File: src/hw/rtl/dsd_pkg.sv
// Shared constants and lookup functions for the decimal scientific divider.
package dsd_pkg;

	localparam int unsigned MANT_W     = 30;
	localparam int unsigned EXP_IN_W   = 7;
	localparam int unsigned EXP_OUT_W  = 8;
	localparam int unsigned FRAC_W     = 32;
	localparam int unsigned WIDE_W     = 36;  // holds 2 * 10^10 and the shifted divisor
	localparam int unsigned DIGIT_W    = 4;
	localparam int unsigned QUOT_W     = 4;
	localparam int unsigned SUM_W      = 31;

	localparam logic [31:0]     RECIP10    = 32'hCCCCCCCD;  // 2^35 / 10, rounded up
	localparam int unsigned     RECIP_SH   = 35;
	localparam logic [SUM_W-1:0] ROUND_ADD  = SUM_W'(32'h00000008);
	localparam logic [SUM_W-1:0] ROUND_MASK = SUM_W'(32'hFFFFFFF0);
	localparam logic [SUM_W-1:0] DIGIT_UNIT = SUM_W'(100000000);

	// 10^idx for idx 0..10
	function automatic logic [WIDE_W-1:0] pow10(input logic [DIGIT_W-1:0] idx);
		logic [WIDE_W-1:0] v;
		case (idx)
			4'd0:    v = 36'd1;
			4'd1:    v = 36'd10;
			4'd2:    v = 36'd100;
			4'd3:    v = 36'd1000;
			4'd4:    v = 36'd10000;
			4'd5:    v = 36'd100000;
			4'd6:    v = 36'd1000000;
			4'd7:    v = 36'd10000000;
			4'd8:    v = 36'd100000000;
			4'd9:    v = 36'd1000000000;
			4'd10:   v = 36'd10000000000;
			default: v = '0;
		endcase
		return v;
	endfunction

	// round(1e9 / 2^(k+1)), k counted from the fraction MSB
	function automatic logic [SUM_W-1:0] bit_weight(input logic [4:0] k);
		logic [SUM_W-1:0] w;
		case (k)
			5'd0:  w = 31'd500000000;
			5'd1:  w = 31'd250000000;
			5'd2:  w = 31'd125000000;
			5'd3:  w = 31'd62500000;
			5'd4:  w = 31'd31250000;
			5'd5:  w = 31'd15625000;
			5'd6:  w = 31'd7812500;
			5'd7:  w = 31'd3906250;
			5'd8:  w = 31'd1953125;
			5'd9:  w = 31'd976563;
			5'd10: w = 31'd488281;
			5'd11: w = 31'd244141;
			5'd12: w = 31'd122070;
			5'd13: w = 31'd61035;
			5'd14: w = 31'd30518;
			5'd15: w = 31'd15259;
			5'd16: w = 31'd7629;
			5'd17: w = 31'd3815;
			5'd18: w = 31'd1907;
			5'd19: w = 31'd954;
			5'd20: w = 31'd477;
			5'd21: w = 31'd238;
			5'd22: w = 31'd119;
			5'd23: w = 31'd60;
			5'd24: w = 31'd30;
			5'd25: w = 31'd15;
			5'd26: w = 31'd7;
			5'd27: w = 31'd4;
			5'd28: w = 31'd2;
			5'd29: w = 31'd1;
			default: w = '0;
		endcase
		return w;
	endfunction

endpackage

File: src/hw/rtl/dsd_if.sv
// Valid/ready channel interfaces for the divider operands and result.
interface dsd_in_if import dsd_pkg::*; ();
	logic                        valid;
	logic                        ready;
	logic [MANT_W-1:0]           dividend_mantissa;
	logic signed [EXP_IN_W-1:0]  dividend_exponent;
	logic [MANT_W-1:0]           divisor_mantissa;
	logic signed [EXP_IN_W-1:0]  divisor_exponent;

	modport source (
		output valid, dividend_mantissa, dividend_exponent, divisor_mantissa, divisor_exponent,
		input  ready
	);
	modport sink (
		input  valid, dividend_mantissa, dividend_exponent, divisor_mantissa, divisor_exponent,
		output ready
	);
endinterface

interface dsd_out_if import dsd_pkg::*; ();
	logic                        valid;
	logic                        ready;
	logic [MANT_W-1:0]           quotient_mantissa;
	logic signed [EXP_OUT_W-1:0] quotient_exponent;
	logic                        divide_by_zero;

	modport source (
		output valid, quotient_mantissa, quotient_exponent, divide_by_zero,
		input  ready
	);
	modport sink (
		input  valid, quotient_mantissa, quotient_exponent, divide_by_zero,
		output ready
	);
endinterface

File: src/hw/rtl/decimal_scientific_divider.sv
// Decimal scientific divider: top level with sequencer and shared subtractor.
//
// A single 36-bit compare/subtract unit does, in turn, the digit count (0..10) of each
// operand's mantissa, three 32-step binary long divisions and a 4-step integer quotient,
// followed by a 32-step weighted sum into decimal and, when the integer quotient is
// nonzero, a scaling step. A zero divisor goes straight to the finish state.
// operands.ready is high only while no item is in work; the finished result sits in an
// output register, so the next item is taken while it waits to be read.
module decimal_scientific_divider import dsd_pkg::*; (
	input  logic          clk,
	input  logic          arst_n,
	dsd_in_if.sink        operands,
	dsd_out_if.source     result
);

	typedef enum logic [6:0] {
		S_IDLE   = 7'b0000001,
		S_COUNT  = 7'b0000010,
		S_FRAC   = 7'b0000100,
		S_QUOT   = 7'b0001000,
		S_WSUM   = 7'b0010000,
		S_SCALE  = 7'b0100000,
		S_FINISH = 7'b1000000
	} state_t;

	// which division pass the FRAC state is running
	typedef enum logic [1:0] {
		P_DIVIDEND = 2'd0,
		P_DIVISOR  = 2'd1,
		P_REMAIN   = 2'd2
	} pass_t;

	state_t                      state_q;
	pass_t                       pass_q;
	logic [4:0]                  cnt_q;
	logic                        res_valid_q;

	logic [MANT_W-1:0]           m0_q, m1_q;
	logic signed [EXP_IN_W-1:0]  e0_q, e1_q;
	logic [DIGIT_W-1:0]          d0_q, d1_q;
	logic [WIDE_W-1:0]           rem_q, den_q;
	logic [FRAC_W-1:0]           acc_q, num_q;
	logic [QUOT_W-1:0]           q_q;
	logic [SUM_W-1:0]            sum_q;
	logic [61:0]                 prod_q;
	logic                        dz_q;
	logic [MANT_W-1:0]           res_mant_q;
	logic [EXP_OUT_W-1:0]        res_exp_q;
	logic                        res_dz_q;

	logic                        accept;
	logic                        load_res;
	logic [WIDE_W-1:0]           sub_a, sub_b;
	logic [WIDE_W:0]             diff;
	logic                        ge;
	logic [FRAC_W-1:0]           frac_next;
	logic [SUM_W-1:0]            sum_next;
	logic [SUM_W-1:0]            mant_scaled;
	logic [EXP_OUT_W-1:0]        exp_next;
	logic [MANT_W-1:0]           mant_next;

	assign accept   = operands.valid && operands.ready;
	assign load_res = (state_q == S_FINISH) && (!res_valid_q || result.ready);

	// shared compare/subtract unit
	always_comb begin
		unique case (state_q)
			S_COUNT: begin
				sub_a = {{(WIDE_W-MANT_W){1'b0}}, (pass_q == P_DIVISOR) ? m1_q : m0_q};
				sub_b = pow10(cnt_q[DIGIT_W-1:0]);
			end
			S_FRAC: begin
				sub_a = {rem_q[WIDE_W-2:0], 1'b0};
				sub_b = den_q;
			end
			S_QUOT: begin
				sub_a = rem_q;
				sub_b = den_q << (~cnt_q[1:0]);  // divisor times 8, 4, 2, 1
			end
			default: begin
				sub_a = '0;
				sub_b = '0;
			end
		endcase
	end

	assign diff      = {1'b0, sub_a} - {1'b0, sub_b};
	assign ge        = !diff[WIDE_W];
	assign frac_next = {acc_q[FRAC_W-2:0], ge};
	assign sum_next  = acc_q[FRAC_W-1] ? sum_q + bit_weight(cnt_q) : sum_q;

	assign mant_scaled = SUM_W'(prod_q[61:RECIP_SH]) + SUM_W'(q_q) * DIGIT_UNIT;
	assign exp_next = EXP_OUT_W'({e0_q[EXP_IN_W-1], e0_q}) + EXP_OUT_W'(d0_q)
		- EXP_OUT_W'({e1_q[EXP_IN_W-1], e1_q}) - EXP_OUT_W'(d1_q)
		+ EXP_OUT_W'(q_q != '0);

	always_comb begin
		if (q_q != '0)
			mant_next = mant_scaled[MANT_W-1:0];
		else
			mant_next = sum_q[MANT_W-1:0];
	end

	// sequencer
	always_ff @(posedge clk or negedge arst_n) begin
		if (!arst_n) begin
			state_q     <= S_IDLE;
			pass_q      <= P_DIVIDEND;
			cnt_q       <= '0;
			res_valid_q <= 1'b0;
		end else begin
			if (load_res)
				res_valid_q <= 1'b1;
			else if (result.ready)
				res_valid_q <= 1'b0;

			unique case (state_q)
				S_IDLE: begin
					if (accept) begin
						pass_q  <= P_DIVIDEND;
						cnt_q   <= '0;
						state_q <= (operands.divisor_mantissa == '0) ? S_FINISH : S_COUNT;
					end
				end
				S_COUNT: begin
					if (ge) begin
						cnt_q <= cnt_q + 5'd1;
					end else begin
						cnt_q   <= '0;
						state_q <= S_FRAC;
					end
				end
				S_FRAC: begin
					cnt_q <= cnt_q + 5'd1;
					if (cnt_q == 5'd31) begin
						case (pass_q)
							P_DIVIDEND: begin
								pass_q  <= P_DIVISOR;
								state_q <= S_COUNT;
							end
							P_DIVISOR: state_q <= S_QUOT;
							default:   state_q <= S_WSUM;
						endcase
					end
				end
				S_QUOT: begin
					if (cnt_q[1:0] == 2'd3) begin
						cnt_q   <= '0;
						pass_q  <= P_REMAIN;
						state_q <= S_FRAC;
					end else begin
						cnt_q <= cnt_q + 5'd1;
					end
				end
				S_WSUM: begin
					cnt_q <= cnt_q + 5'd1;
					if (cnt_q == 5'd31)
						state_q <= (q_q != '0) ? S_SCALE : S_FINISH;
				end
				S_SCALE: state_q <= S_FINISH;
				S_FINISH: begin
					if (load_res)
						state_q <= S_IDLE;
				end
				default: state_q <= S_IDLE;
			endcase
		end
	end

	// datapath
	always_ff @(posedge clk) begin
		unique case (state_q)
			S_IDLE: begin
				if (accept) begin
					m0_q <= operands.dividend_mantissa;
					e0_q <= operands.dividend_exponent;
					m1_q <= operands.divisor_mantissa;
					e1_q <= operands.divisor_exponent;
					dz_q <= (operands.divisor_mantissa == '0);
					q_q  <= '0;
				end
			end
			S_COUNT: begin
				if (!ge) begin
					if (pass_q == P_DIVISOR)
						d1_q <= cnt_q[DIGIT_W-1:0];
					else
						d0_q <= cnt_q[DIGIT_W-1:0];
					rem_q <= sub_a;
					den_q <= sub_b;
				end
			end
			S_FRAC: begin
				acc_q <= frac_next;
				if ((cnt_q == 5'd31) && (pass_q == P_DIVISOR)) begin
					// divisor fraction with its top bit set: halve both
					if (frac_next[FRAC_W-1]) begin
						rem_q <= WIDE_W'(num_q >> 1);
						den_q <= WIDE_W'(frac_next >> 1);
					end else begin
						rem_q <= WIDE_W'(num_q);
						den_q <= WIDE_W'(frac_next);
					end
					q_q <= '0;
				end else begin
					rem_q <= ge ? diff[WIDE_W-1:0] : sub_a;
				end
				if (cnt_q == 5'd31) begin
					case (pass_q)
						P_DIVIDEND: num_q <= frac_next;
						P_REMAIN:   sum_q <= '0;
						default: ;
					endcase
				end
			end
			S_QUOT: begin
				if (ge)
					rem_q <= diff[WIDE_W-1:0];
				q_q <= {q_q[QUOT_W-2:0], ge};
			end
			S_WSUM: begin
				acc_q <= {acc_q[FRAC_W-2:0], 1'b0};
				if (cnt_q == 5'd31)
					sum_q <= (sum_next + ROUND_ADD) & ROUND_MASK;
				else
					sum_q <= sum_next;
			end
			S_SCALE: prod_q <= 62'(sum_q) * 62'(RECIP10);
			S_FINISH: begin
				if (load_res) begin
					res_dz_q   <= dz_q;
					res_mant_q <= dz_q ? '0 : mant_next;
					res_exp_q  <= dz_q ? '0 : exp_next;
				end
			end
			default: ;
		endcase
	end

	assign operands.ready           = (state_q == S_IDLE);
	assign result.valid             = res_valid_q;
	assign result.quotient_mantissa = res_mant_q;
	assign result.quotient_exponent = res_exp_q;
	assign result.divide_by_zero    = res_dz_q;

	a_zero_div_fast: assert property (@(posedge clk) disable iff (!arst_n)
		accept && (operands.divisor_mantissa == '0) |=> (state_q == S_FINISH) && dz_q)
		else $error("zero divisor did not go straight to finish");

	a_frac_below_den: assert property (@(posedge clk) disable iff (!arst_n)
		(state_q == S_FRAC) |-> (rem_q < den_q))
		else $error("long division remainder not below divisor");

	a_quot_range: assert property (@(posedge clk) disable iff (!arst_n)
		(state_q == S_WSUM) |-> (q_q <= 4'd10))
		else $error("integer quotient above ten");

	a_dz_zero_out: assert property (@(posedge clk) disable iff (!arst_n)
		res_valid_q && res_dz_q |-> (res_mant_q == '0) && (res_exp_q == '0))
		else $error("divide-by-zero result carries nonzero fields");

	a_no_overwrite: assert property (@(posedge clk) disable iff (!arst_n)
		res_valid_q && !result.ready |=> $stable(res_mant_q) && $stable(res_exp_q))
		else $error("pending result overwritten");

endmodule
File: src/flat_wrapper.sv
// flat-port wrapper written by rule: the top's interface ports become plain ports
module decimal_scientific_divider_flat import dsd_pkg::*;
  (clk, arst_n, operands_valid, operands_dividend_mantissa, operands_dividend_exponent, operands_divisor_mantissa, operands_divisor_exponent, operands_ready, result_valid, result_quotient_mantissa, result_quotient_exponent, result_divide_by_zero, result_ready);
  dsd_in_if operands_i ();
  dsd_out_if result_i ();
  input  logic clk;
  input  logic arst_n;
  input wire logic [$bits(operands_i.valid)-1:0] operands_valid;
  input wire logic [$bits(operands_i.dividend_mantissa)-1:0] operands_dividend_mantissa;
  input wire logic [$bits(operands_i.dividend_exponent)-1:0] operands_dividend_exponent;
  input wire logic [$bits(operands_i.divisor_mantissa)-1:0] operands_divisor_mantissa;
  input wire logic [$bits(operands_i.divisor_exponent)-1:0] operands_divisor_exponent;
  output wire logic [$bits(operands_i.ready)-1:0] operands_ready;
  output wire logic [$bits(result_i.valid)-1:0] result_valid;
  output wire logic [$bits(result_i.quotient_mantissa)-1:0] result_quotient_mantissa;
  output wire logic [$bits(result_i.quotient_exponent)-1:0] result_quotient_exponent;
  output wire logic [$bits(result_i.divide_by_zero)-1:0] result_divide_by_zero;
  input wire logic [$bits(result_i.ready)-1:0] result_ready;
  assign operands_i.valid = operands_valid;
  assign operands_i.dividend_mantissa = operands_dividend_mantissa;
  assign operands_i.dividend_exponent = operands_dividend_exponent;
  assign operands_i.divisor_mantissa = operands_divisor_mantissa;
  assign operands_i.divisor_exponent = operands_divisor_exponent;
  assign operands_ready = operands_i.ready;
  assign result_valid = result_i.valid;
  assign result_quotient_mantissa = result_i.quotient_mantissa;
  assign result_quotient_exponent = result_i.quotient_exponent;
  assign result_divide_by_zero = result_i.divide_by_zero;
  assign result_i.ready = result_ready;
  decimal_scientific_divider u_core (.clk(clk), .arst_n(arst_n), .operands(operands_i), .result(result_i));
endmodule
File: config.mk
export PLATFORM = sky130hd
export DESIGN_NAME = decimal_scientific_divider_flat
export DESIGN_NICKNAME = d
export VERILOG_FILES = /design/src/hw/rtl/dsd_pkg.sv /design/src/hw/rtl/dsd_if.sv /design/src/hw/rtl/decimal_scientific_divider.sv /design/src/flat_wrapper.sv
export SDC_FILE = /design/constraint.sdc
export NUM_CORES = 2
export LEC_CHECK = 0
export BUFFER_PORTS_ARGS = -buffer_cell sky130_fd_sc_hd__buf_2
export CAP_MARGIN = 10
export CORE_UTILIZATION = 45
export DETAILED_ROUTE_END_ITERATION = 16
export PLACE_DENSITY_LB_ADDON = 0.08
export SLEW_MARGIN = 20
export SYNTH_ARGS = -nofsm -noshare
export SYNTH_HDL_FRONTEND = slang
export SYNTH_SLANG_ARGS = --single-unit
File: constraint.sdc
create_clock -name clk -period 14.3 [get_ports clk]
set_input_delay 1.43 -clock clk [delete_from_list [all_inputs] [get_ports clk]]
set_output_delay 1.43 -clock clk [all_outputs]
set_load 0.1 [all_outputs]
==> reports/summary.md <==
After legalization and detailed placement, the total HPWL measured 82.2 mm. The relative slew slack came out at 25.1%. The synthesis-to-finish area growth works out to 8.40%. Length in cells of the worst reg-to-reg path: 24.

Synthesis inferred 335 register bits. Along the worst hold path, the cell count comes to 0. Traced cell by cell, the critical path runs through ha_1 > fa_1 > fa_1 > inv_1 > fa_1 > fa_1 > inv_1 > fa_1 > fa_1 > inv_1 > fa_1 > inv_1 > ha_1 > nand4_1 > nor3_1 > a22oi_1 > nand3_1 > nand3_1 > nand3_1 > a211oi_1 > o21bai_1 > a211oi_1 > nor3_1 > a311o_1. The instance count after placement with tap cells included is 4373. On the critical path, the stage with the largest delay is an instance of sky130_fd_sc_hd__fa_1.

The ratio of total power to cell area was 189 nW/µm². The design draws 6.98 mW. The tools report the master cell of the clock root buffer as sky130_fd_sc_hd__clkbuf_16. The top cell type by area accounts for 28.2% of the synthesized area. Grouping stages by cell kind, the critical path spends the most delay in adder cells.

Timing analysis after detailed placement gives a worst setup slack of 6.06 ns. STA puts the critical path data arrival time at 8.59 ns. The kind of launch point of the worst setup path is a flip-flop. The die covers 76700 µm².

The number of clock sinks seen by CTS is 335. The origin of the critical flop-to-flop path was u_core.sum_q[7]. The longest clock path from root to sink contains 3 buffers. The proportion of layout cells with a drive suffix above 1 came out at 8.98%.

The most common cell after layout, fill and taps aside was sky130_fd_sc_hd__ha_1. Setup repair after global routing left no endpoint under its margin. At the pin with the least slew margin, the transition time is 1.12 ns. The cell area that synthesis handed to floorplanning was 34000 µm². Across all register-to-register paths, the minimum setup slack is 6.04 ns. For the initial cell density of the core, the log shows 45.6%. The cell type with the largest total area after synthesis is sky130_fd_sc_hd__edfxtp_1. The tools report the count of H-tree levels built during CTS as 2. Among all flip-flop cells after synthesis, the most frequent one is sky130_fd_sc_hd__edfxtp_1. The worst setup path is captured at a flip-flop. The final layout contains 4208 nets.

The critical path is of the flip-flop to flip-flop type. The run finished with clean final reports. The count of TritonRoute iterations in the first routing pass was 5; the sequential share of the synthesized area was 29.3%. The die is 277 µm tall.

The number of antenna diodes is 0. Counting flops with a built-in enable in the synthesized netlist gives 320. Entering global routing, the biggest net connects 77 pins.

The number of clock buffers added by TritonCTS is 43. The average routed wire per standard cell is 23.6 µm, and the setup TNS is 0 ns. Total wirelength of the detailed-routed design: 105 mm. The logs give 6.04 ns for the slack of the critical path and 27100 for the via count of the first global-routing pass.

Across every metal layer, demand over resource in global routing totals 27.2%. The post-synthesis net count is 4147. The cell repeated most along the worst path is sky130_fd_sc_hd__fa_1. The initial antenna violation count was 1; the via density per instance was 5.84. Detailed router's first-iteration violation count: 1715. TritonCTS built the clock tree.

Clock-pin slew was measured on the worst setup and hold paths at 0.06 ns. The count of buffers added on input and output ports is 118. The Yosys step of the flow raised 0 warnings. In the synthesized netlist the async set-or-reset flop fraction comes to 4.48%. For hold timing, the worst endpoint is u_core.num_q[30].

The peak per-stage delay on the critical path was 0.67 ns; the width of the die was 277 µm. The buffer and inverter count on the worst path is 4. Dividing the synthesized area by the synthesized cell count gives 10.0 µm².

Once layout is complete, the cells apart from fillers number 4444. The final critical delay including setup and external delays was 8.26 ns; the reported leakage power was 16.1 nW. Final-report hold violation count: 0. The tools report the startpoint of the most critical hold path as u_core.acc_q[29]. In the layout the commonest cells are 432 x sky130_fd_sc_hd__ha_1, 410 x sky130_fd_sc_hd__inv_1, 320 x sky130_fd_sc_hd__edfxtp_1.

Dividing the final minimum period by the clock period gives 57.8%. The run gives 26000 as the number of vias in the routed layout. For the area used by multi-input combinational logic, the log shows 22000 µm².

Destination of the worst register-to-register timing path: u_core.prod_q[59]. The max-slew violation total from the final report is 0. The synthesized instance count was 3388; the remaining global-route overflow was 0.

The logs give 0.169 mV for the maximum vdd ir drop and 119 for the number of I/O pins. The run gives 100 as the number of placement rows. The filler cells instantiated in the layout total 7007.

The core region is 74700 µm². For the final database, setup skew stands at 0.0335 ns. The DRC violation count after routing is 0.

The maximum net fanout on the critical path was 9; the total area of sequential cells was 9990 µm². The count of hold-fix buffers inserted at cts is 0. By area the synthesized netlist is led by sky130_fd_sc_hd__edfxtp_1 28%, sky130_fd_sc_hd__ha_1 16%, sky130_fd_sc_hd__fa_1 15%.

The number of gates resized after CTS was 0. The path class of the tightest hold or removal check is flip-flop to flip-flop. Maximum frequency from static timing analysis: 121 MHz. STA puts the critical path data required time at 14.62 ns. The run gives 106 as the unique cell type count in the Yosys netlist. The first global-routing pass estimated 160 mm of wire. The run gives 0 as the setup-violating endpoint count in the final report.

The reported max-cap violation count came out at 0. Total setup buffers inserted after CTS: 0. The congestion estimate from routability-driven global placement came to 0.982. The clock reaches the later pin of the worst-skew pair after 0.60 ns.

The antenna violation net count after detailed routing is 0.
## cell families (layout without fill, tap and decap cells)
family / Yosys count / count (layout) / share of synthesized area (%)
AO/OA/AOI/OAI: 847 / 847 / 16.5
XOR/XNOR: 138 / 138 / 3.55
adder cells (fa/ha/maj): 681 / 681 / 30.5
buffers and inverters: 549 / 636 / 6.13
flip-flops: 335 / 335 / 29.3
multiplexers: 107 / 107 / 3.59
AND/OR/NAND/NOR: 731 / 731 / 10.4
## area by class of cell
cell class | count | share of cell area (%)
Clock buffer | 50 | 2.99
Clock inverter | 21 | 0.471
Inverter | 414 | 4.21
Multi-Input combinational cell | 2504 | 59.7
Sequential cell | 335 | 27.1
Tap cell | 969 | 3.29
Timing Repair Buffer | 151 | 2.27
## metrics by stage
stage	utilization, %	hold WS (ns)	instance area (µm²)
final	49.4	0.481	36900
after global routing	49.4	0.504	36900
after CTS	49.4	0.488	36900
after detailed placement	47.7	0.479	35600
after global placement	47.7	0.457	35600
after floorplan	-	0.440	34000
## sequential cells by signal, indices dropped and copies added, names as in the netlist, 5 cells and up
signal and count:
u_core.rem_q 36, u_core.e0_q 7, u_core.prod_q 27, u_core.result.quotient_exponent 8, u_core.result.quotient_mantissa 30, u_core.sum_q 31, u_core.den_q 36, u_core.acc_q 32
u_core.m0_q 30, u_core.m1_q 30, u_core.state_q 7, u_core.e1_q 7, u_core.num_q 32, u_core.cnt_q 5
## power breakdown
part           switching, mW  internal, mW
Clock                  0.456         0.572
Sequential             0.124          1.36
Combinational           2.72          1.74
## routing by layer
| layer | track usage (%) | vias to the layer above | wire, µm |
|---|---|---|---|
| met2 | 48.1 | 569 | 52600 |
| li1 | - | 12300 | - |
| met1 | 33.6 | 13000 | 43800 |
| met3 | 2.65 | 170 | 3420 |
| met5 | 0 | - | 12 |
| met4 | 12.1 | 2 | 4930 |
## worst register-to-register path: cells and delay by family (launching register included)
family / cells / cell delay (ns)
adders and majority gates: 9 / 4.44
AOI/OAI and AO/OA: 5 / 1.70
and+or+nand+nor: 6 / 1.03
DFF: 1 / 0.60
buffers and inverters: 4 / 0.23
## how the worst max path moves through the flow
stage / end / cells past startpoint / slack (ns) / startpoint
final: u_core.prod_q[59] / 24 / 6.04 / u_core.sum_q[7]
after global routing: u_core.prod_q[59] / 24 / 5.66 / u_core.sum_q[4]
after CTS: u_core.prod_q[59] / 24 / 6.06 / u_core.sum_q[7]
after detailed placement: u_core.prod_q[59] / 24 / 6.06 / u_core.sum_q[4]
after global placement: u_core.prod_q[59] / 24 / 6.23 / u_core.sum_q[4]
after floorplan: u_core.rem_q[0] / 21 / 6.53 / u_core.cnt_q[1]
## Yosys cell counts (7+ instances only)
cell type                   number
sky130_fd_sc_hd__a21o_1         83
sky130_fd_sc_hd__buf_1          23
sky130_fd_sc_hd__o21a_1         24
sky130_fd_sc_hd__a2111oi_0       8
sky130_fd_sc_hd__nand2b_1       19
sky130_fd_sc_hd__mux2i_1        68
sky130_fd_sc_hd__o211ai_1       13
sky130_fd_sc_hd__and2_1         35
sky130_fd_sc_hd__a31oi_1        20
sky130_fd_sc_hd__mux4_2          9
sky130_fd_sc_hd__xnor2_1        93
sky130_fd_sc_hd__ha_1          432
sky130_fd_sc_hd__a221o_1        33
sky130_fd_sc_hd__a211o_1        10
sky130_fd_sc_hd__a22o_1         14
sky130_fd_sc_hd__o22ai_1        19
sky130_fd_sc_hd__nand4_1        27
sky130_fd_sc_hd__o21bai_1       18
sky130_fd_sc_hd__mux2_2         30
sky130_fd_sc_hd__buf_2          11
sky130_fd_sc_hd__nor4_1         17
sky130_fd_sc_hd__inv_1         411
sky130_fd_sc_hd__or3_1          11
sky130_fd_sc_hd__xor2_1         45
sky130_fd_sc_hd__o31ai_1         7
sky130_fd_sc_hd__nand3b_1        9
sky130_fd_sc_hd__a211oi_1       71
sky130_fd_sc_hd__nand3_1        48
sky130_fd_sc_hd__or2_2          11
sky130_fd_sc_hd__a221oi_1       30
sky130_fd_sc_hd__and3_1         17
sky130_fd_sc_hd__clkbuf_1       98
sky130_fd_sc_hd__a21oi_1       277
sky130_fd_sc_hd__nand2_1       231
sky130_fd_sc_hd__o21ai_1         8
sky130_fd_sc_hd__dfrtp_1        14
sky130_fd_sc_hd__edfxtp_1      320
sky130_fd_sc_hd__nor2b_1        33
sky130_fd_sc_hd__nor2_1        195
sky130_fd_sc_hd__fa_1          249
sky130_fd_sc_hd__a31o_2          8
sky130_fd_sc_hd__nor3_1         43
sky130_fd_sc_hd__o21ai_0       134
No activity file was read; power rests on OpenSTA's default activity.
